## config.mk

```make
export PLATFORM = sky130hd
export DESIGN_NAME = char_lcd_expander_byte_generator_core_flat
export DESIGN_NICKNAME = d
export VERILOG_FILES = /design/src/rtl/lcdx_pkg.sv /design/src/rtl/lcdx_if.sv /design/src/rtl/lcdx_bcd.sv /design/src/rtl/lcdx_seq.sv /design/src/rtl/lcdx_out.sv /design/src/rtl/char_lcd_expander_byte_generator_core.sv /design/src/flat_wrapper.sv
export SDC_FILE = /design/constraint.sdc
export NUM_CORES = 1
export LEC_CHECK = 0
export BUFFER_PORTS_ARGS = -buffer_cell sky130_fd_sc_hd__buf_2
export CORE_ASPECT_RATIO = 0.8
export CORE_MARGIN = 2
export CORE_UTILIZATION = 40
export DETAILED_ROUTE_END_ITERATION = 8
export PLACE_DENSITY_LB_ADDON = 0.05
export SYNTH_ARGS = -nofsm -noshare
export SYNTH_HDL_FRONTEND = slang
export SYNTH_SLANG_ARGS = --single-unit
```

## constraint.sdc

```tcl
create_clock -name clk -period 6.4 [get_ports clk]
set_clock_uncertainty 0.05 [all_clocks]
set_input_delay 0.64 -clock clk [delete_from_list [all_inputs] [get_ports clk]]
set_output_delay 0.64 -clock clk [all_outputs]
set_load 0.01 [all_outputs]
```

## src/rtl/lcdx_pkg.sv

```systemverilog
// Package for the character-LCD expander byte generator.
// Holds field widths, mode codes, control patterns, shared structs and the nibble encoder.
// No dependencies.
`timescale 1ns / 1ps
`default_nettype none

package lcdx_pkg;

    // Field widths
    localparam int MODE_W   = 3;
    localparam int BYTE_W   = 8;
    localparam int COL_W    = 6;
    localparam int NUM_W    = 16;
    localparam int SLOT_W   = 3;
    localparam int PIX_W    = 5;
    localparam int ROWS_N   = 8;
    localparam int ROWS_W   = PIX_W * ROWS_N;
    localparam int DIGITS   = 5;
    localparam int BCD_W    = 4 * DIGITS;
    localparam int BITCNT_W = $clog2(NUM_W);
    localparam int DIGCNT_W = $clog2(DIGITS + 1);
    localparam int REM_W    = 4;

    // Request modes
    localparam logic [MODE_W-1:0] MODE_CMD    = 3'd0;
    localparam logic [MODE_W-1:0] MODE_CHAR   = 3'd1;
    localparam logic [MODE_W-1:0] MODE_CURSOR = 3'd2;
    localparam logic [MODE_W-1:0] MODE_NUMBER = 3'd3;
    localparam logic [MODE_W-1:0] MODE_GLYPH  = 3'd4;

    // Control-line patterns in the low nibble of an expander byte
    localparam logic [3:0] DATA_STROBE = 4'hD;
    localparam logic [3:0] DATA_HOLD   = 4'h9;
    localparam logic [3:0] CMD_STROBE  = 4'h4;
    localparam logic [3:0] CMD_HI_HOLD = 4'h0;
    localparam logic [3:0] CMD_LO_HOLD = 4'h8;

    // Display command and character bases
    localparam logic [BYTE_W-1:0] DDRAM_ROW0 = 8'h80;
    localparam logic [BYTE_W-1:0] DDRAM_ROW1 = 8'hC0;
    localparam logic [1:0]        CGRAM_TAG  = 2'b01;
    localparam logic [3:0]        ASCII_DIG  = 4'h3;

    // Number of logical bytes after the first one in a glyph request
    localparam logic [REM_W-1:0] GLYPH_REM = REM_W'(ROWS_N + 1);

    // Sequencer states
    typedef enum logic [3:0] {
        ST_IDLE = 4'b0001,
        ST_CONV = 4'b0010,
        ST_SKIP = 4'b0100,
        ST_EMIT = 4'b1000
    } seq_state_t;

    // One expander beat offered by the sequencer to the output stage
    typedef struct packed {
        logic              valid;
        logic [BYTE_W-1:0] lb;
        logic              cmd;
        logic [1:0]        phase;
        logic              last;
        logic              nr;
    } emit_t;

    // Commands to the decimal converter
    typedef struct packed {
        logic              start;
        logic              shift;
        logic [NUM_W-1:0]  value;
    } bcd_ctrl_t;

    // Status from the decimal converter
    typedef struct packed {
        logic       done;
        logic [3:0] top;
    } bcd_stat_t;

    // Expander byte for one phase of a logical byte: even phases strobe, odd phases hold.
    function automatic logic [BYTE_W-1:0] enc_byte(input logic [BYTE_W-1:0] lb,
                                                   input logic cmd,
                                                   input logic [1:0] phase);
        logic [3:0] nib;
        logic [3:0] ctl;
        nib = phase[1] ? lb[3:0] : lb[7:4];
        if (cmd)
        begin
            if (!phase[0])
                ctl = CMD_STROBE;
            else
                ctl = phase[1] ? CMD_LO_HOLD : CMD_HI_HOLD;
        end
        else
        begin
            ctl = phase[0] ? DATA_HOLD : DATA_STROBE;
        end
        return {nib, ctl};
    endfunction

endpackage

`default_nettype wire

```

## src/rtl/lcdx_if.sv

```systemverilog
// Channel interfaces for the request and result streams.
// Depends on lcdx_pkg for field widths.
`timescale 1ns / 1ps
`default_nettype none

interface lcdx_req_if import lcdx_pkg::*; ();
    logic              valid;
    logic              ready;
    logic [MODE_W-1:0] mode;
    logic [BYTE_W-1:0] value_byte;
    logic [COL_W-1:0]  cursor_col;
    logic              cursor_row;
    logic [NUM_W-1:0]  number_value;
    logic [SLOT_W-1:0] glyph_slot;
    logic [ROWS_W-1:0] glyph_rows;

    modport source (output valid, mode, value_byte, cursor_col, cursor_row,
                    number_value, glyph_slot, glyph_rows, input ready);
    modport sink   (input valid, mode, value_byte, cursor_col, cursor_row,
                    number_value, glyph_slot, glyph_rows, output ready);
endinterface

interface lcdx_rsp_if import lcdx_pkg::*; ();
    logic              valid;
    logic              ready;
    logic [BYTE_W-1:0] expander_byte;
    logic              last_of_run;
    logic              status;

    modport source (output valid, expander_byte, last_of_run, status, input ready);
    modport sink   (input valid, expander_byte, last_of_run, status, output ready);
endinterface

`default_nettype wire

```

## src/rtl/lcdx_bcd.sv

```systemverilog
// Bit-serial binary to BCD converter (shift and add three), one input bit per cycle.
// After conversion the digits shift out most significant first, one per command.
// Depends on lcdx_pkg.
`timescale 1ns / 1ps
`default_nettype none

module lcdx_bcd import lcdx_pkg::*;
(
    input  wire logic      clk,
    input  wire logic      rst_n,
    input  wire bcd_ctrl_t ctrl,
    output bcd_stat_t      stat
);

    logic                busy_reg;
    logic [BITCNT_W-1:0] cnt_reg;
    logic [NUM_W-1:0]    bin_reg;
    logic [BCD_W-1:0]    bcd_reg;
    logic [BCD_W-1:0]    adj;

    // Add three to every digit that is five or more before the next shift.
    always_comb
    begin
        for (int i = 0; i < DIGITS; i++)
        begin
            if (bcd_reg[4*i +: 4] >= 4'd5)
                adj[4*i +: 4] = bcd_reg[4*i +: 4] + 4'd3;
            else
                adj[4*i +: 4] = bcd_reg[4*i +: 4];
        end
    end

    // Control: busy while the input bits shift in, until the bit counter reaches the last bit.
    always_ff @(posedge clk or negedge rst_n)
    begin
        if (!rst_n)
        begin
            busy_reg <= 1'b0;
            cnt_reg  <= '0;
        end
        else if (ctrl.start)
        begin
            busy_reg <= 1'b1;
            cnt_reg  <= '0;
        end
        else if (busy_reg)
        begin
            cnt_reg <= cnt_reg + 1'b1;
            if (cnt_reg == BITCNT_W'(NUM_W - 1))
                busy_reg <= 1'b0;
        end
    end

    // Datapath: binary bits shift into the BCD register, digits shift out at the top.
    always_ff @(posedge clk)
    begin
        if (ctrl.start)
        begin
            bin_reg <= ctrl.value;
            bcd_reg <= '0;
        end
        else if (busy_reg)
        begin
            bin_reg <= {bin_reg[NUM_W-2:0], 1'b0};
            bcd_reg <= {adj[BCD_W-2:0], bin_reg[NUM_W-1]};
        end
        else if (ctrl.shift)
        begin
            bcd_reg <= {bcd_reg[BCD_W-5:0], 4'h0};
        end
    end

    assign stat.done = !busy_reg;
    assign stat.top  = bcd_reg[BCD_W-1 -: 4];

endmodule

`default_nettype wire

```

## src/rtl/lcdx_seq.sv

```systemverilog
// Request sequencer: turns one request into a run of logical bytes, four beats each, or a single rejection beat.
// Drives the decimal converter and serialises glyph rows five bits at a time.
// Depends on lcdx_pkg and lcdx_if.
`timescale 1ns / 1ps
`default_nettype none

module lcdx_seq import lcdx_pkg::*;
(
    input  wire logic      clk,
    input  wire logic      rst_n,
    input  wire logic      display_ready,
    lcdx_req_if.sink       req,
    input  wire logic      take,
    input  wire bcd_stat_t bstat,
    output bcd_ctrl_t      bctrl,
    output emit_t          emit
);

    seq_state_t          state_reg, state_next;
    logic [MODE_W-1:0]   mode_reg, mode_next;
    logic [BYTE_W-1:0]   lb_reg, lb_next;
    logic                cmd_reg, cmd_next;
    logic                nr_reg, nr_next;
    logic [REM_W-1:0]    rem_reg, rem_next;
    logic [1:0]          phase_reg, phase_next;
    logic [DIGCNT_W-1:0] dig_reg, dig_next;
    logic [ROWS_W-1:0]   rows_reg, rows_next;
    logic                accept;

    assign req.ready = (state_reg == ST_IDLE);
    assign accept    = req.valid && req.ready;

    // Next-state logic.
    always_comb
    begin
        state_next  = state_reg;
        mode_next   = mode_reg;
        lb_next     = lb_reg;
        cmd_next    = cmd_reg;
        nr_next     = nr_reg;
        rem_next    = rem_reg;
        phase_next  = phase_reg;
        dig_next    = dig_reg;
        rows_next   = rows_reg;
        bctrl.start = 1'b0;
        bctrl.shift = 1'b0;
        bctrl.value = req.number_value;

        unique case (state_reg)
            ST_IDLE:
            begin
                if (accept)
                begin
                    mode_next  = req.mode;
                    nr_next    = !display_ready;
                    rem_next   = '0;
                    phase_next = 2'd0;
                    if (!display_ready)
                    begin
                        // Single rejection beat, marked last.
                        phase_next = 2'd3;
                        state_next = ST_EMIT;
                    end
                    else
                    begin
                        case (req.mode)
                            MODE_CMD:
                            begin
                                lb_next    = req.value_byte;
                                cmd_next   = 1'b1;
                                state_next = ST_EMIT;
                            end
                            MODE_CHAR:
                            begin
                                lb_next    = req.value_byte;
                                cmd_next   = 1'b0;
                                state_next = ST_EMIT;
                            end
                            MODE_CURSOR:
                            begin
                                lb_next    = (req.cursor_row ? DDRAM_ROW1 : DDRAM_ROW0)
                                             + {2'b00, req.cursor_col};
                                cmd_next   = 1'b1;
                                state_next = ST_EMIT;
                            end
                            MODE_NUMBER:
                            begin
                                bctrl.start = 1'b1;
                                state_next  = ST_CONV;
                            end
                            MODE_GLYPH:
                            begin
                                lb_next    = {CGRAM_TAG, req.glyph_slot, 3'b000};
                                cmd_next   = 1'b1;
                                rows_next  = req.glyph_rows;
                                rem_next   = GLYPH_REM;
                                state_next = ST_EMIT;
                            end
                            default:
                            begin
                                // Unused modes produce nothing.
                                state_next = ST_IDLE;
                            end
                        endcase
                    end
                end
            end

            ST_CONV:
            begin
                if (bstat.done)
                begin
                    dig_next   = DIGCNT_W'(DIGITS);
                    state_next = ST_SKIP;
                end
            end

            ST_SKIP:
            begin
                // Drop leading zeros one digit a cycle; the units digit always stays.
                bctrl.shift = 1'b1;
                if (bstat.top == 4'h0 && dig_reg != DIGCNT_W'(1))
                begin
                    dig_next = dig_reg - 1'b1;
                end
                else
                begin
                    lb_next    = {ASCII_DIG, bstat.top};
                    cmd_next   = 1'b0;
                    rem_next   = REM_W'(dig_reg - 1'b1);
                    state_next = ST_EMIT;
                end
            end

            ST_EMIT:
            begin
                if (take)
                begin
                    if (phase_reg != 2'd3)
                    begin
                        phase_next = phase_reg + 1'b1;
                    end
                    else if (rem_reg == '0)
                    begin
                        state_next = ST_IDLE;
                    end
                    else
                    begin
                        phase_next = 2'd0;
                        rem_next   = rem_reg - 1'b1;
                        if (mode_reg == MODE_NUMBER)
                        begin
                            bctrl.shift = 1'b1;
                            lb_next     = {ASCII_DIG, bstat.top};
                            cmd_next    = 1'b0;
                        end
                        else if (rem_reg == REM_W'(1))
                        begin
                            lb_next  = DDRAM_ROW0;
                            cmd_next = 1'b1;
                        end
                        else
                        begin
                            lb_next   = BYTE_W'(rows_reg[PIX_W-1:0]);
                            cmd_next  = 1'b0;
                            rows_next = rows_reg >> PIX_W;
                        end
                    end
                end
            end

            default:
            begin
                state_next = ST_IDLE;
            end
        endcase
    end

    // Control state.
    always_ff @(posedge clk or negedge rst_n)
    begin
        if (!rst_n)
        begin
            state_reg <= ST_IDLE;
            rem_reg   <= '0;
            phase_reg <= 2'd0;
            nr_reg    <= 1'b0;
            dig_reg   <= '0;
            mode_reg  <= MODE_CMD;
        end
        else
        begin
            state_reg <= state_next;
            rem_reg   <= rem_next;
            phase_reg <= phase_next;
            nr_reg    <= nr_next;
            dig_reg   <= dig_next;
            mode_reg  <= mode_next;
        end
    end

    // Payload.
    always_ff @(posedge clk)
    begin
        lb_reg   <= lb_next;
        cmd_reg  <= cmd_next;
        rows_reg <= rows_next;
    end

    assign emit.valid = (state_reg == ST_EMIT);
    assign emit.lb    = lb_reg;
    assign emit.cmd   = cmd_reg;
    assign emit.phase = phase_reg;
    assign emit.last  = (rem_reg == '0) && (phase_reg == 2'd3);
    assign emit.nr    = nr_reg;

endmodule

`default_nettype wire

```

## src/rtl/lcdx_out.sv

```systemverilog
// Output stage: encodes one nibble beat and holds it in the result register.
// Depends on lcdx_pkg and lcdx_if.
`timescale 1ns / 1ps
`default_nettype none

module lcdx_out import lcdx_pkg::*;
(
    input  wire logic  clk,
    input  wire logic  rst_n,
    input  wire emit_t emit,
    output logic       take,
    lcdx_rsp_if.source rsp
);

    logic              valid_reg;
    logic [BYTE_W-1:0] byte_reg;
    logic              last_reg;
    logic              status_reg;

    // A beat moves in when the register is empty or is being emptied.
    assign take = emit.valid && (!valid_reg || rsp.ready);

    always_ff @(posedge clk or negedge rst_n)
    begin
        if (!rst_n)
            valid_reg <= 1'b0;
        else if (take)
            valid_reg <= 1'b1;
        else if (rsp.ready)
            valid_reg <= 1'b0;
    end

    // A rejected request carries a zero byte.
    always_ff @(posedge clk)
    begin
        if (take)
        begin
            byte_reg   <= emit.nr ? '0 : enc_byte(emit.lb, emit.cmd, emit.phase);
            last_reg   <= emit.last;
            status_reg <= emit.nr;
        end
    end

    assign rsp.valid         = valid_reg;
    assign rsp.expander_byte = byte_reg;
    assign rsp.last_of_run   = last_reg;
    assign rsp.status        = status_reg;

endmodule

`default_nettype wire

```

## src/rtl/char_lcd_expander_byte_generator_core.sv

```systemverilog
// Timing: the first beat passes the sequencer state register and then the output register after accept (modes
//   0-2, 4, not ready); number mode first runs the bit-serial conversion and the leading-zero skip.
// Throughput: one expander beat per cycle while rsp.ready holds; a request makes 1, 4, 4-20 or 40
//   beats (0 for unused modes if ready), after conversion and skip for numbers; one request at a time.
// Reset: asynchronous; clears sequencer and converter control state, the output valid flag and display_ready.
// Depends on lcdx_pkg, lcdx_if, lcdx_bcd, lcdx_seq and lcdx_out.
`timescale 1ns / 1ps
`default_nettype none

module char_lcd_expander_byte_generator_core import lcdx_pkg::*;
(
    input  wire logic  clk,
    input  wire logic  rst_n,
    input  wire logic  cfg_wr_en,
    input  wire logic  cfg_wr_data,
    lcdx_req_if.sink   req,
    lcdx_rsp_if.source rsp
);

    logic      display_ready_reg;
    logic      take;
    emit_t     emit;
    bcd_ctrl_t bctrl;
    bcd_stat_t bstat;

    // Configuration register.
    always_ff @(posedge clk or negedge rst_n)
    begin
        if (!rst_n)
            display_ready_reg <= 1'b0;
        else if (cfg_wr_en)
            display_ready_reg <= cfg_wr_data;
    end

    lcdx_seq u_seq (
        .clk           (clk),
        .rst_n         (rst_n),
        .display_ready (display_ready_reg),
        .req           (req),
        .take          (take),
        .bstat         (bstat),
        .bctrl         (bctrl),
        .emit          (emit)
    );

    lcdx_bcd u_bcd (
        .clk   (clk),
        .rst_n (rst_n),
        .ctrl  (bctrl),
        .stat  (bstat)
    );

    lcdx_out u_out (
        .clk   (clk),
        .rst_n (rst_n),
        .emit  (emit),
        .take  (take),
        .rsp   (rsp)
    );

endmodule

`default_nettype wire

```

## src/flat_wrapper.sv

```systemverilog
// flat-port wrapper written by rule: the top's interface ports become plain ports
module char_lcd_expander_byte_generator_core_flat import lcdx_pkg::*;
  (clk, rst_n, cfg_wr_en, cfg_wr_data, req_valid, req_mode, req_value_byte, req_cursor_col, req_cursor_row, req_number_value, req_glyph_slot, req_glyph_rows, req_ready, rsp_valid, rsp_expander_byte, rsp_last_of_run, rsp_status, rsp_ready);
  lcdx_req_if req_i ();
  lcdx_rsp_if rsp_i ();
  input  wire logic clk;
  input  wire logic rst_n;
  input  wire logic cfg_wr_en;
  input  wire logic cfg_wr_data;
  input wire logic [$bits(req_i.valid)-1:0] req_valid;
  input wire logic [$bits(req_i.mode)-1:0] req_mode;
  input wire logic [$bits(req_i.value_byte)-1:0] req_value_byte;
  input wire logic [$bits(req_i.cursor_col)-1:0] req_cursor_col;
  input wire logic [$bits(req_i.cursor_row)-1:0] req_cursor_row;
  input wire logic [$bits(req_i.number_value)-1:0] req_number_value;
  input wire logic [$bits(req_i.glyph_slot)-1:0] req_glyph_slot;
  input wire logic [$bits(req_i.glyph_rows)-1:0] req_glyph_rows;
  output wire logic [$bits(req_i.ready)-1:0] req_ready;
  output wire logic [$bits(rsp_i.valid)-1:0] rsp_valid;
  output wire logic [$bits(rsp_i.expander_byte)-1:0] rsp_expander_byte;
  output wire logic [$bits(rsp_i.last_of_run)-1:0] rsp_last_of_run;
  output wire logic [$bits(rsp_i.status)-1:0] rsp_status;
  input wire logic [$bits(rsp_i.ready)-1:0] rsp_ready;
  assign req_i.valid = req_valid;
  assign req_i.mode = req_mode;
  assign req_i.value_byte = req_value_byte;
  assign req_i.cursor_col = req_cursor_col;
  assign req_i.cursor_row = req_cursor_row;
  assign req_i.number_value = req_number_value;
  assign req_i.glyph_slot = req_glyph_slot;
  assign req_i.glyph_rows = req_glyph_rows;
  assign req_ready = req_i.ready;
  assign rsp_valid = rsp_i.valid;
  assign rsp_expander_byte = rsp_i.expander_byte;
  assign rsp_last_of_run = rsp_i.last_of_run;
  assign rsp_status = rsp_i.status;
  assign rsp_i.ready = rsp_ready;
  char_lcd_expander_byte_generator_core u_core (.clk(clk), .rst_n(rst_n), .cfg_wr_en(cfg_wr_en), .cfg_wr_data(cfg_wr_data), .req(req_i), .rsp(rsp_i));
endmodule
```

==> Word level (Yosys, flattened, before mapping) <==
Cells that the tools add are included.
{ "word_totals": {"reg_bits": 119, "out_inout_bits": 12, "wordCells": 176} }
{ "op_classes": {"addsub": 11, "order_cmp": 5, "eq_ne": 29, "muxes": 86, "reduce_logical": 27} }
{ "ops": {"columns": ["op", "n"], "rows": [
  ["40-bit 2-to-1 mux", 8],
  ["4-bit 2-to-1 mux", 24],
  ["40-bit one-hot mux with 2 select lines", 1],
  ["8-bit 2-to-1 mux", 8],
  ["8-bit one-hot mux with 3 select lines", 2],
  ["20-bit 2-to-1 mux", 2],
  ["16-bit 2-to-1 mux", 2],
  ["1-bit 2-to-1 mux", 21],
  ["4-bit by 3-bit >= comparator with 1-bit output (second input constant)", 5],
  ["4-bit by 2-bit adder with 4-bit output (second input constant)", 4],
  ["2-bit inequality test (second input constant)", 8],
  ["4-bit one-hot mux with 4 select lines", 1],
  ["8-bit AND reduction", 2],
  ["3-bit 2-to-1 mux", 4],
  ["4-bit one-hot mux with 3 select lines", 1],
  ["6-bit AND reduction", 2],
  ["2-bit 2-to-1 mux", 5],
  ["2-bit by 1-bit inequality test with 1-bit output (second input constant)", 5],
  ["2-bit nonzero test", 5],
  ["3-bit by 2-bit == test with 1-bit output (second input constant)", 3],
  ["9-bit AND reduction", 1],
  ["8-bit by 6-bit adder with 8-bit output", 1],
  ["4-bit by 1-bit == test with 1-bit output (second input constant)", 2],
  ["4-bit == test (second input constant)", 2],
  ["other kinds (33)", 39]
]} }

==> Depth between registers and ports, before layout <==
Gate-level depths: netlist of run 1.
{ "depth": {"word_depth": 8, "depth_mapped": 8, "ltp_nobuf": 7} }

==> Hierarchy <==
From an unflattened synthesis of run 1, not the netlist that was laid out.
{ "hier_totals": {"cells_unflattened": 612, "hier_area_um2": 6198.4} }
{ "modules_own_cells": {"columns": ["mod", "instances", "cells_each", "area_each_um2"], "rows": [
  ["lcdx_seq", 1, 373, 3520.9],
  ["lcdx_bcd", 1, 209, 2229.6],
  ["lcdx_out", 1, 28, 407.9],
  ["char_lcd_expander_byte_generator_core", 1, 2, 40.0]
]} }

==> Worst setup path before layout of run 1 <==
No wires, ideal clock.
{ "synth_path": {"path_type": "reg2reg", "startpoint": "register u_core.u_seq.state_reg[2]", "endpoint": "register u_core.u_seq.rows_reg[0] (enable)", "setup_time_ns": 0.487, "arrival_ns": 4.348, "required_ns": 5.863, "setup_slack_ns": 1.515, "path_stages_with_launch": 6, "n_path_buf": 1, "period_less_slack_ns": 4.885, "path_cell_list": "dfrtp_1 -> buf_2 -> nor4b_1 -> and3_1 -> a22oi_1 -> nor3_1"} }
{ "synth_between": {"elab_chain_len": 4} }
{ "synth_lines": {"columns": ["element", "line", "text"], "rows": [
  ["from (decl)", "lcdx_seq.sv:19", "seq_state_t state_reg, state_next;"],
  ["from (signal assigned)", "lcdx_seq.sv:193", "state_reg <= state_next;"],
  ["4-bit by 1-bit == test with 1-bit output / 4-bit == test (equally long branches)", "lcdx_seq.sv:30, lcdx_seq.sv:49, lcdx_seq.sv:210", null],
  ["1-bit logical AND, on equally long branches", "lcdx_seq.sv:31, lcdx_out.sv:21", null],
  ["2-bit by 1-bit inequality test with 1-bit output (no line)", null, null],
  ["9-bit AND reduction (no line) *", null, null],
  ["to (signal assigned)", "lcdx_seq.sv:207", "rows_reg <= rows_next;"],
  ["to (decl)", "lcdx_seq.sv:27", "logic [ROWS_W-1:0] rows_reg, rows_next;"]
]} }
Every way passes the cells marked *; elsewhere a longest branch is shown, timed or not.
A chain may end at the register's enable or synchronous reset.

==> Worst setup path after layout of run 1 <==
{ "layout_path": {"startpoint": "register u_core.u_seq.state_reg[0]", "endpoint": "register u_core.u_seq.lb_reg[0] (enable)"} }
{ "layout_between": {"elab_chain_len": 4} }
{ "layout_lines": {"columns": ["element", "line", "text"], "rows": [
  ["4-bit by 1-bit == test with 1-bit output / 4-bit == test (equally long branches)", "lcdx_seq.sv:30, lcdx_seq.sv:49, lcdx_seq.sv:210", null],
  ["1-bit logical AND, on equally long branches", "lcdx_seq.sv:31, lcdx_out.sv:21", null],
  ["2-bit by 1-bit inequality test with 1-bit output (no line)", null, null],
  ["8-bit AND reduction (no line) *", null, null],
  ["to (signal assigned)", "lcdx_seq.sv:205", "lb_reg <= lb_next;"],
  ["to (decl)", "lcdx_seq.sv:21", "logic [BYTE_W-1:0] lb_reg, lb_next;"]
]} }
Marks and branches as above.

==> results of run 1 <==
-- power by group through the flow --
stage	Sequential (uW)	Combinational [uW]	Clock (uW)
after floorplan	1300	936	0
after global placement	1360	1150	0
after detailed placement	1370	1180	0
after CTS	1360	1190	1030
after global routing	1400	1340	1070
final	1360	1180	1010
-- cell type report --
type | count | area, um^2
clock buffer | 19 | 443
clock inverter | 13 | 178
fill | 1418 | 7650
inverter | 24 | 90.1
multi-input combinational | 461 | 2710
sequential | 118 | 3220
tap | 210 | 263
timing repair buffer | 99 | 510
-- cell families (layout without fill, tap and decap cells) --
kind of cell	count (synthesis)	count (layout)	synth area share, %
xor+xnor	11	11	1.56
compound gates	135	135	14.8
buf+inv	56	155	4.06
simple gates	274	274	19.9
flops	118	118	52.3
mux	23	23	3.89
fa+ha+maj	17	17	3.45
other cells	1	1	0.0608
-- critical path, cell delays in order, from the launching register on --
cell                      delay (ns)
sky130_fd_sc_hd__dfstp_2        0.69
sky130_fd_sc_hd__or4b_1         0.16
sky130_fd_sc_hd__buf_4          0.45
sky130_fd_sc_hd__a21oi_1        0.18
sky130_fd_sc_hd__nor4_2         0.58
sky130_fd_sc_hd__o21ai_0        0.39
sky130_fd_sc_hd__a21oi_1        0.69
-- layer usage --
layer | vias to the layer above | GRT usage, %
li1 | 2404 | -
met1 | 2284 | 24.5
met2 | 113 | 29.0
met3 | 15 | 4.62
met4 | 0 | 6.01
met5 | - | 0
-- per-stage QoR --
step	utilization (%)	instance area (um^2)	setup slack, ns	hold WS [ns]	instances
after floorplan	-	6170	1.52	0.294	635
after global placement	45.1	6790	3.02	0.405	912
after detailed placement	45.1	6790	2.83	0.428	912
after CTS	49.2	7410	2.81	0.187	944
after global routing	49.2	7410	2.48	0.211	944
final	49.2	7410	2.83	0.171	944
-- worst min path at each step --
stage | endpoint | from | cells after the start | slack, ns
after floorplan | u_core.display_ready_reg | rst_n | 0 | 0.29
after global placement | u_core.u_seq.mode_reg[2] | u_core.u_seq.mode_reg[2] | 2 | 0.40
after detailed placement | u_core.u_seq.mode_reg[1] | u_core.u_seq.mode_reg[1] | 2 | 0.43
after CTS | u_core.u_seq.rem_reg[0] | rst_n | 1 | 0.19
after global routing | u_core.u_seq.mode_reg[0] | rst_n | 1 | 0.21
final | u_core.u_seq.phase_reg[0] | rst_n | 1 | 0.17
-- layout by cell type (no fill, tap or decap), types with 5 or more instances in the layout --
cell,synthesis,routed
sky130_fd_sc_hd__mux2_2,8,8
sky130_fd_sc_hd__dfrtp_1,23,23
sky130_fd_sc_hd__inv_1,23,23
sky130_fd_sc_hd__dfxtp_1,20,20
sky130_fd_sc_hd__xnor2_1,7,7
sky130_fd_sc_hd__a211o_1,5,5
sky130_fd_sc_hd__and3_1,5,5
sky130_fd_sc_hd__a21oi_2,5,5
sky130_fd_sc_hd__buf_4,1,6
sky130_fd_sc_hd__nor3b_1,6,6
sky130_fd_sc_hd__o21ai_0,28,28
sky130_fd_sc_hd__a21oi_1,40,40
sky130_fd_sc_hd__ha_1,17,17
sky130_fd_sc_hd__nor2_1,35,35
sky130_fd_sc_hd__nand2_1,179,179
sky130_fd_sc_hd__mux2i_1,15,15
sky130_fd_sc_hd__nor2b_1,5,5
sky130_fd_sc_hd__nand2b_1,13,13
sky130_fd_sc_hd__nor3_1,8,7
sky130_fd_sc_hd__edfxtp_1,74,74
sky130_fd_sc_hd__clkbuf_16,0,17
sky130_fd_sc_hd__and2_1,6,6
sky130_fd_sc_hd__a22oi_1,12,12
sky130_fd_sc_hd__buf_2,5,93
==> impl_metrics.tcl, run 1 <==
set metrics [dict create \
    run_status "complete, no violations" \
    initial_utilization_pct 41.0 \
    largest_register_ff_count 40 \
    cp-start-kind "flip-flop" \
    ys_top_cells_by_area "sky130_fd_sc_hd__edfxtp_1 36%, sky130_fd_sc_hd__nand2_1 11%, sky130_fd_sc_hd__dfrtp_1 9.3%" \
    rsz0062_at_grt "no" \
    wl_met3_um 647 \
    ir_worst_vdd_mv 0.219 \
    cts_made_buffers 17 \
    wp_data_arrival_ns 3.56 \
    final_layout_setup_total_negative_slack_ns 0 \
    period_share_pct 55.8 \
    cts_max_path_buffers 2 \
    max_fclk_mhz 280 \
    synth_async_sr_flop_share_pct 20.3 \
    chipWidth_um 143 \
    finalNetCount 821 \
    fp.dieH_um 115 \
    route.antenna.remaining_nets 0 \
    timing.critical_path.to "u_core.u_seq.lb_reg[0]" \
    antenna_violations_before_repair 0 \
    fp.dieArea_um2 16400 \
    num_antenna_cells 0 \
    power.internal_uw 2300 \
    most_frequent_cell_after_synthesis "sky130_fd_sc_hd__nand2_1" \
    synth.ff_latch_count 118 \
    worst_slew_pin_slew_ns 0.900 \
    clkPwrFrac_pct 28.5 \
    number_of_global_route_vias_before_repair 4655 \
    cts.repair_timing.setup_buffer_count 0 \
    areaGrowthSynthToFinish_pct 20.2 \
    firstDrtPassIters 5 \
    hpwl_um 9360 \
    synth_largest_type_area_fraction_pct 36.0 \
    maximum_number_of_pins_on_one_net_before_global_route_repair 55 \
    synth_enable_flop_cells 74 \
    timing_max_transition_violations_final 0 \
    timing.critical_path.to_type "flip-flop" \
    timing.max_cap.violations 0 \
    synthCells 635 \
    setup.worst_path.class "reg2reg" \
    post_cts_hold_buffer_count 0 \
    worstReg2RegStart "u_core.u_seq.state_reg[0]" \
    cts.clk_slew.worst_paths_ns 0.05 \
    worst_r2r_path_depth 6 \
    wl_per_cell_um 15.0 \
    totalPowerFinal_uw 3550 \
    yosys_warnings 0 \
    via_count 4816 \
    total_switching_power_uw 1250 \
    synth_seq_area_share_pct 52.3 \
    worst_skew_pair.late_latency_ns 0.42 \
    wire_length_the_detailed_router_placed_on_met1_um 6840 \
    report.final.hold_viol_count 0 \
    tritoncts_clock_tree "built" \
    ioPinCount 95 \
    synth_top_cell_by_area "sky130_fd_sc_hd__edfxtp_1" \
    remaining_drc_errors 0 \
    netlist_area_um2 6170 \
    synth_commonest_cells "179 x sky130_fd_sc_hd__nand2_1, 74 x sky130_fd_sc_hd__edfxtp_1, 40 x sky130_fd_sc_hd__a21oi_1, 35 x sky130_fd_sc_hd__nor2_1, 28 x sky130_fd_sc_hd__o21ai_0" \
    worst_slew_margin_rel_pct 39.5 \
    grt_usage_pct 18.2 \
    synth.avg_cell_area_um2 9.72 \
    critPathRequiredTime_ns 6.39 \
    netlist-cell-type-count 67 \
    port-buffer-count 93 \
    rows 40 \
    syn_nets 735 \
    fin_crit_ns 3.57 \
    cts_root_buffer "sky130_fd_sc_hd__clkbuf_16" \
    r2r_slack_ns 2.83 \
    worst_hold_path_type "in2async" \
    met2_length_um 6530 \
    crit_fanout 54 \
    crit-reg2reg-capture "u_core.u_seq.lb_reg[0]" \
    maxUsedRoutingLayer "met4" \
    grt_pass1_wl_um 23200 \
    share_of_power_burned_in_registers_pct 38.3 \
    power.share.combinational_pct 33.2 \
    cts.sinks 118 \
    setup_viol 0 \
    gpl.final_weighted_congestion 0.809 \
    timing.critical_path.from "u_core.u_seq.state_reg[0]" \
    postCtsResizedCells 0 \
    grt_overflow_total 0 \
    p_leak_uw 0.00323 \
    coreArea_um2 15100 \
    synth-main-ff-cell "sky130_fd_sc_hd__edfxtp_1" \
    swShare_pct 35.2 \
    drtIter0Drc 449 \
    final_layout_size_suffix_gt1_share_pct 21.5 \
    routed_via_density 5.10 \
    power_density_nw_per_um2 479 \
    cts_max_level 4 \
    detail_route.wirelength_um 14200 \
]
No activity file was read; power rests on OpenSTA's default activity.
==> run 2: changes to the inputs <==
clock period = 3.5 ns   (was 6.4 ns; I/O delays follow)
==> run 2 against run 1 <==
  * Global-route usage down 0.47 points
  * Count of clock-buffer cells in the layout down 2
  * Design area up 0.49%
  * Largest cell class unchanged
  * Total power up 82%
  * First-iteration DRC count down 29%
  * Fmax up 21%
  * Non-clock buffer count up 5
  * Critical path type unchanged
  * Highest routed layer unchanged
  * Cell count up 0.53%
  * Via count down 0.69%
  * Critical path depth unchanged
  * Clock power up 78%
  * Register-to-register slack worse by 2.3 ns
==> impl_metrics.tcl, run 2 (same netlist as run 1, synthesis figures left out) <==
set metrics [dict create \
    chipWidth_um 143 \
    setup.worst_path.class "reg2reg" \
    finalNetCount 826 \
    postCtsResizedCells 0 \
    worst_slew_margin_rel_pct 22.8 \
    route.antenna.remaining_nets 0 \
    firstDrtPassIters 4 \
    wp_data_arrival_ns 3.24 \
    ioPinCount 95 \
    rows 40 \
    power_density_nw_per_um2 869 \
    antenna_violations_before_repair 0 \
    critPathRequiredTime_ns 3.79 \
    timing.critical_path.to_type "flip-flop" \
    fin_crit_ns 2.95 \
    gpl.final_weighted_congestion 0.892 \
    area_of_combinational_cells_with_multiple_inputs_um2 2710 \
    dpl-instance-area_um2 6830 \
    layout.cells.most_common_list "179 x sky130_fd_sc_hd__nand2_1, 93 x sky130_fd_sc_hd__buf_2, 74 x sky130_fd_sc_hd__edfxtp_1" \
    cts.sinks 118 \
    remaining_drc_errors 0 \
    cts.clk_slew.worst_paths_ns 0.05 \
    largest_register_ff_count 40 \
    rsz0062_at_grt "no" \
    report.final.hold_viol_count 0 \
    grt_pass1_wl_um 22700 \
    p_leak_uw 0.00323 \
    hpwl_um 9500 \
    crit_fanout 53 \
    cp-start-kind "flip-flop" \
    dp_cells 916 \
    final_layout_size_suffix_gt1_share_pct 21.7 \
    worst_slew_pin_slew_ns 1.16 \
    maximum_number_of_pins_on_one_net_before_global_route_repair 54 \
    setup_viol 0 \
    drtIter0Drc 320 \
    detail_route.wirelength_um 14000 \
    grt_usage_pct 17.7 \
    period_share_pct 84.4 \
    wl_per_cell_um 14.8 \
    coreArea_um2 15100 \
    grt_overflow_total 0 \
    final_layout_setup_total_negative_slack_ns 0 \
    layout.area.seq_um2 3220 \
    tritoncts_clock_tree "built" \
    port-buffer-count 93 \
    run_status "complete, no violations" \
    worst_skew_pair.late_latency_ns 0.41 \
    max_fclk_mhz 339 \
    via_count 4783 \
    hold-worst-slack_ns 0.111 \
    routed_via_density 5.04 \
    areaGrowthSynthToFinish_pct 20.8 \
    cts_root_buffer "sky130_fd_sc_hd__clkbuf_16" \
    cts_max_path_buffers 2 \
    finalInstanceArea_um2 7450 \
    cts_made_buffers 17 \
    timing_max_transition_violations_final 0 \
    fp.dieH_um 115 \
    initial_utilization_pct 41.0 \
    cts_max_level 4 \
    worst_hold_path_type "in2reg" \
    final_cell_count_no_fill 949 \
    final_common_cell "sky130_fd_sc_hd__nand2_1" \
    ir_worst_vdd_mv 0.373 \
    fp.dieArea_um2 16400 \
    number_of_global_route_vias_before_repair 4588 \
    timing.max_cap.violations 0 \
    num_antenna_cells 0 \
    count_of_fill_cells_added_during_filler_insertion 1406 \
]
[run 2: cell types whose count changed in the layout (fill, tap and decap cells not counted), sizes merged]
cell	before	now
inv	25	24
clkinv	7	8
buf	99	103
clkinvlp	1	3
dlygate4sd3	0	1
clkbuf	19	17
[run 2: power by group]
part	internal, uW	switching (uW)	total [uW]	leakage, uW
logic	912	1270	2180	0.00179
registers	2120	373	2490	0.00115
clock network	1180	618	1800	0.000289
[run 2: final timing paths]
check                           slack, ns                  endpoint  cells past startpoint                       from
worst max-delay path                 0.55   u_core.u_bcd.bcd_reg[3]                      6  u_core.u_seq.state_reg[0]
worst min-delay path                 0.11  u_core.display_ready_reg                      2                  cfg_wr_en
worst max register to register       0.55   u_core.u_bcd.bcd_reg[3]                      6  u_core.u_seq.state_reg[0]
worst min register to register       0.43  u_core.u_seq.mode_reg[2]                      2   u_core.u_seq.mode_reg[2]
max in group asynchronous            2.58  u_core.u_seq.mode_reg[1]                      2                      rst_n
min in group asynchronous            0.44       u_core.u_seq.nr_reg                      2                      rst_n
[run 2: what timing repair did]
action,4_1_cts,5_1_grt
buffers inserted,0,0
hold buffers,1,0
endpoints found under the hold margin,23,0
[run 2: layout make-up]
cell class                 instances  area share (%)
clock buffer                      17            5.71
tap                              210            3.53
sequential                       118            43.3
timing repair buffer             104            7.39
multi-input combinational        461            36.4
clock inverter                    15            2.49
inverter                          24            1.21
[run 2: metal layers]
metal | part of all wire, % | vias up | GRT usage (%)
met3 | 4.0 | 12 | 4.33
met1 | 51 | 2246 | 24.5
li1 | - | 2413 | -
met5 | 0 | - | 0
met2 | 44 | 112 | 27.3
met4 | 1.2 | 0 | 6.20
[run 2: critical path: stages, from the launching register on]
cell and delay (ns):
sky130_fd_sc_hd__dfstp_2 0.69, sky130_fd_sc_hd__or4b_1 0.18, sky130_fd_sc_hd__buf_4 0.45, sky130_fd_sc_hd__a2111oi_4 0.10
sky130_fd_sc_hd__a211oi_2 0.99, sky130_fd_sc_hd__o21ai_0 0.23, sky130_fd_sc_hd__a21oi_1 0.18
[run 2: through the flow]
step	setup WS, ns	utilization, %	total power (uW)
6_report	0.546	49.5	6470
3_5_place_dp	0.505	45.3	4710
3_3_place_gp	0.583	45.3	4650
2_1_floorplan	0.424	-	4090
5_1_grt	0.293	49.5	6940
4_1_cts	0.491	49.5	6530
==> run 3: changes to the inputs <==
ABC_AREA = 1   (was default)
clock period = 3 ns   (was 3.5 ns; I/O delays follow)
==> run 3 against run 2 <==
  * Critical path depth did not move
  * Die area rose by 0.84%
  * First-iteration DRC count up 11%
  * Sequential power increased by 18%
  * Fmax is 23% higher
  * Largest power group unchanged
==> impl_metrics.tcl, run 3 <==
set metrics [dict create \
    timing_max_transition_violations_final 0 \
    power.internal_uw 4990 \
    ys_top_cells_by_area "sky130_fd_sc_hd__edfxtp_1 36%, sky130_fd_sc_hd__nand2_1 19%, sky130_fd_sc_hd__dfrtp_1 9.2%" \
    period_share_pct 80.2 \
    route.antenna.remaining_nets 0 \
    yosys_warnings 0 \
    final_layout_size_suffix_gt1_share_pct 18.1 \
    worst_r2r_path_depth 6 \
    critPathRequiredTime_ns 2.99 \
    synth_largest_type_area_fraction_pct 35.7 \
    final_layout_setup_total_negative_slack_ns 0 \
    report.final.hold_viol_count 0 \
    layout.cells.most_common_list "321 x sky130_fd_sc_hd__nand2_1, 93 x sky130_fd_sc_hd__buf_2, 74 x sky130_fd_sc_hd__edfxtp_1" \
    netlist-cell-type-count 38 \
    cts_max_path_buffers 2 \
    initial_utilization_pct 41.2 \
    share_of_power_burned_in_registers_pct 37.4 \
    p_leak_uw 0.00363 \
    most_frequent_cell_after_synthesis "sky130_fd_sc_hd__nand2_1" \
    ioPinCount 95 \
    cts.sinks 118 \
    synth.ff_latch_count 118 \
    cts_max_level 4 \
    port-buffer-count 93 \
    grt_usage_pct 18.4 \
    cts.repair_timing.setup_buffer_count 0 \
    setup_viol 0 \
    chipWidth_um 143 \
    worstReg2RegStart "u_core.u_seq.state_reg[0]" \
    synth.avg_cell_area_um2 8.04 \
    totalPowerFinal_uw 7900 \
    synth_async_sr_flop_share_pct 20.3 \
    largest_register_ff_count 40 \
    timing.critical_path.from "u_core.u_seq.state_reg[0]" \
    gpl.final_weighted_congestion 0.812 \
    cts.clk_slew.worst_paths_ns 0.06 \
    via_count 5286 \
    max_fclk_mhz 415 \
    wp_data_arrival_ns 2.40 \
    hpwl_um 9820 \
    timing.critical_path.to "u_core.u_seq.lb_reg[5]" \
    number_of_global_route_vias_before_repair 5154 \
    clkPwrFrac_pct 28.4 \
    coreArea_um2 15100 \
    num_antenna_cells 0 \
    ir_worst_vdd_mv 0.428 \
    timing.critical_path.to_type "flip-flop" \
    synth_commonest_cells "321 x sky130_fd_sc_hd__nand2_1, 74 x sky130_fd_sc_hd__edfxtp_1, 63 x sky130_fd_sc_hd__inv_1, 58 x sky130_fd_sc_hd__nor2_1, 40 x sky130_fd_sc_hd__nand3_1" \
    rows 40 \
    areaGrowthSynthToFinish_pct 21.2 \
    rsz0062_at_grt "no" \
    timing.max_cap.violations 0 \
    worst_skew_pair.late_latency_ns 0.42 \
    grt_overflow_total 0 \
    remaining_drc_errors 0 \
    worst_slew_pin_slew_ns 0.732 \
    cts_made_buffers 17 \
    setup.worst_path.class "reg2reg" \
    total_switching_power_uw 2910 \
    wl_per_cell_um 12.8 \
    r2r_slack_ns 0.59 \
    firstDrtPassIters 7 \
    finalNetCount 969 \
    hold-worst-slack_ns 0.0365 \
    swShare_pct 36.8 \
    synthCells 774 \
    run_status "complete, no violations" \
    fin_crit_ns 2.41 \
    synth_enable_flop_cells 74 \
    grt_pass1_wl_um 24000 \
    maximum_number_of_pins_on_one_net_before_global_route_repair 44 \
    post-route-util_pct 49.9 \
    routed_via_density 4.84 \
    fp.dieArea_um2 16600 \
    synth-main-ff-cell "sky130_fd_sc_hd__edfxtp_1" \
    fp.dieH_um 116 \
    cts_root_buffer "sky130_fd_sc_hd__clkbuf_16" \
    netlist_area_um2 6220 \
    cp-start-kind "flip-flop" \
    tritoncts_clock_tree "built" \
    detail_route.wirelength_um 14000 \
    crit-reg2reg-capture "u_core.u_seq.lb_reg[5]" \
    drtIter0Drc 356 \
    final_common_cell "sky130_fd_sc_hd__nand2_1" \
    antenna_violations_before_repair 0 \
    worst_hold_path_type "in2reg" \
    synth_seq_area_share_pct 51.8 \
    synth_top_cell_by_area "sky130_fd_sc_hd__edfxtp_1" \
    power_density_nw_per_um2 1050 \
    power.share.combinational_pct 34.2 \
    crit_fanout 8 \
    worst_slew_margin_rel_pct 51.2 \
    syn_nets 874 \
]
## run 3: kinds of logic after synthesis
family          count (synthesis)  share of synthesized area [%]
other cells                     1                         0.0603
simple gates                  467                           31.4
flops                         118                           51.8
buf+inv                        97                           6.72
compound gates                 71                           6.15
xor+xnor                        3                          0.422
fa+ha+maj                      17                           3.42
## run 3: worst max-delay path, stage by stage, from the launching register on
cell	delay, ns
sky130_fd_sc_hd__dfstp_2	0.54
sky130_fd_sc_hd__inv_1	0.07
sky130_fd_sc_hd__nor3_2	0.38
sky130_fd_sc_hd__nor2_2	0.09
sky130_fd_sc_hd__nor2_4	0.18
sky130_fd_sc_hd__nand2_2	0.13
sky130_fd_sc_hd__a21oi_1	0.60
## run 3: area by class of cell
cell class | instances | area, um^2
Clock inverter | 15 | 224
Fill cell | 1517 | 7570
Timing Repair Buffer | 104 | 551
Multi-Input combinational cell | 559 | 2590
Inverter | 69 | 262
Sequential cell | 118 | 3220
Clock buffer | 17 | 425
Tap cell | 210 | 263
## run 3: worst min path at each step
stage | start | to | slack [ns] | depth (start not counted)
global route | rsp_ready | u_core.u_out.rsp.valid | 0.04 | 2
floorplan | rst_n | u_core.display_ready_reg | -0.05 | 0
detailed placement | rst_n | u_core.u_seq.phase_reg[0] | 0.29 | 1
global placement | rst_n | u_core.u_seq.phase_reg[1] | 0.28 | 1
CTS | rsp_ready | u_core.u_out.rsp.valid | 0.02 | 2
finish | rsp_ready | u_core.u_out.rsp.valid | 0.04 | 2
## run 3: routing by layer
metal / up-vias / track usage, % / routed length (um)
met2: 136 / 27.9 / 6160
li1: 2707 / - / -
met3: 15 / 5.17 / 805
met5: - / 0 / 0
met1: 2428 / 25.7 / 6860
met4: 0 / 5.69 / 149
## run 3: metrics by stage
stage | worst slack (ns) | std cells | instance area (um^2)
after floorplan | 0.369 | 774 | 6230
final | 0.593 | 1092 | 7540
after global routing | 0.328 | 1092 | 7540
after global placement | 0.680 | 1059 | 6880
after CTS | 0.566 | 1092 | 7540
after detailed placement | 0.578 | 1059 | 6880
## run 3: power by group through the flow
stage	Combinational (uW)	Clock [uW]	Sequential (uW)
after floorplan	2100	0	2900
after global placement	2660	0	2970
after detailed placement	2720	0	2980
after CTS	2730	2290	2960
after global routing	3150	2380	3040
final	2700	2240	2950
## run 3: timing repair
| item | in CTS | in global routing |
|---|---|---|
| hold buffers | 1 | 0 |
| gates resized for setup | 0 | 0 |
| endpoints found under the hold margin | 23 | 0 |
| setup endpoints to repair | 0 | 0 |
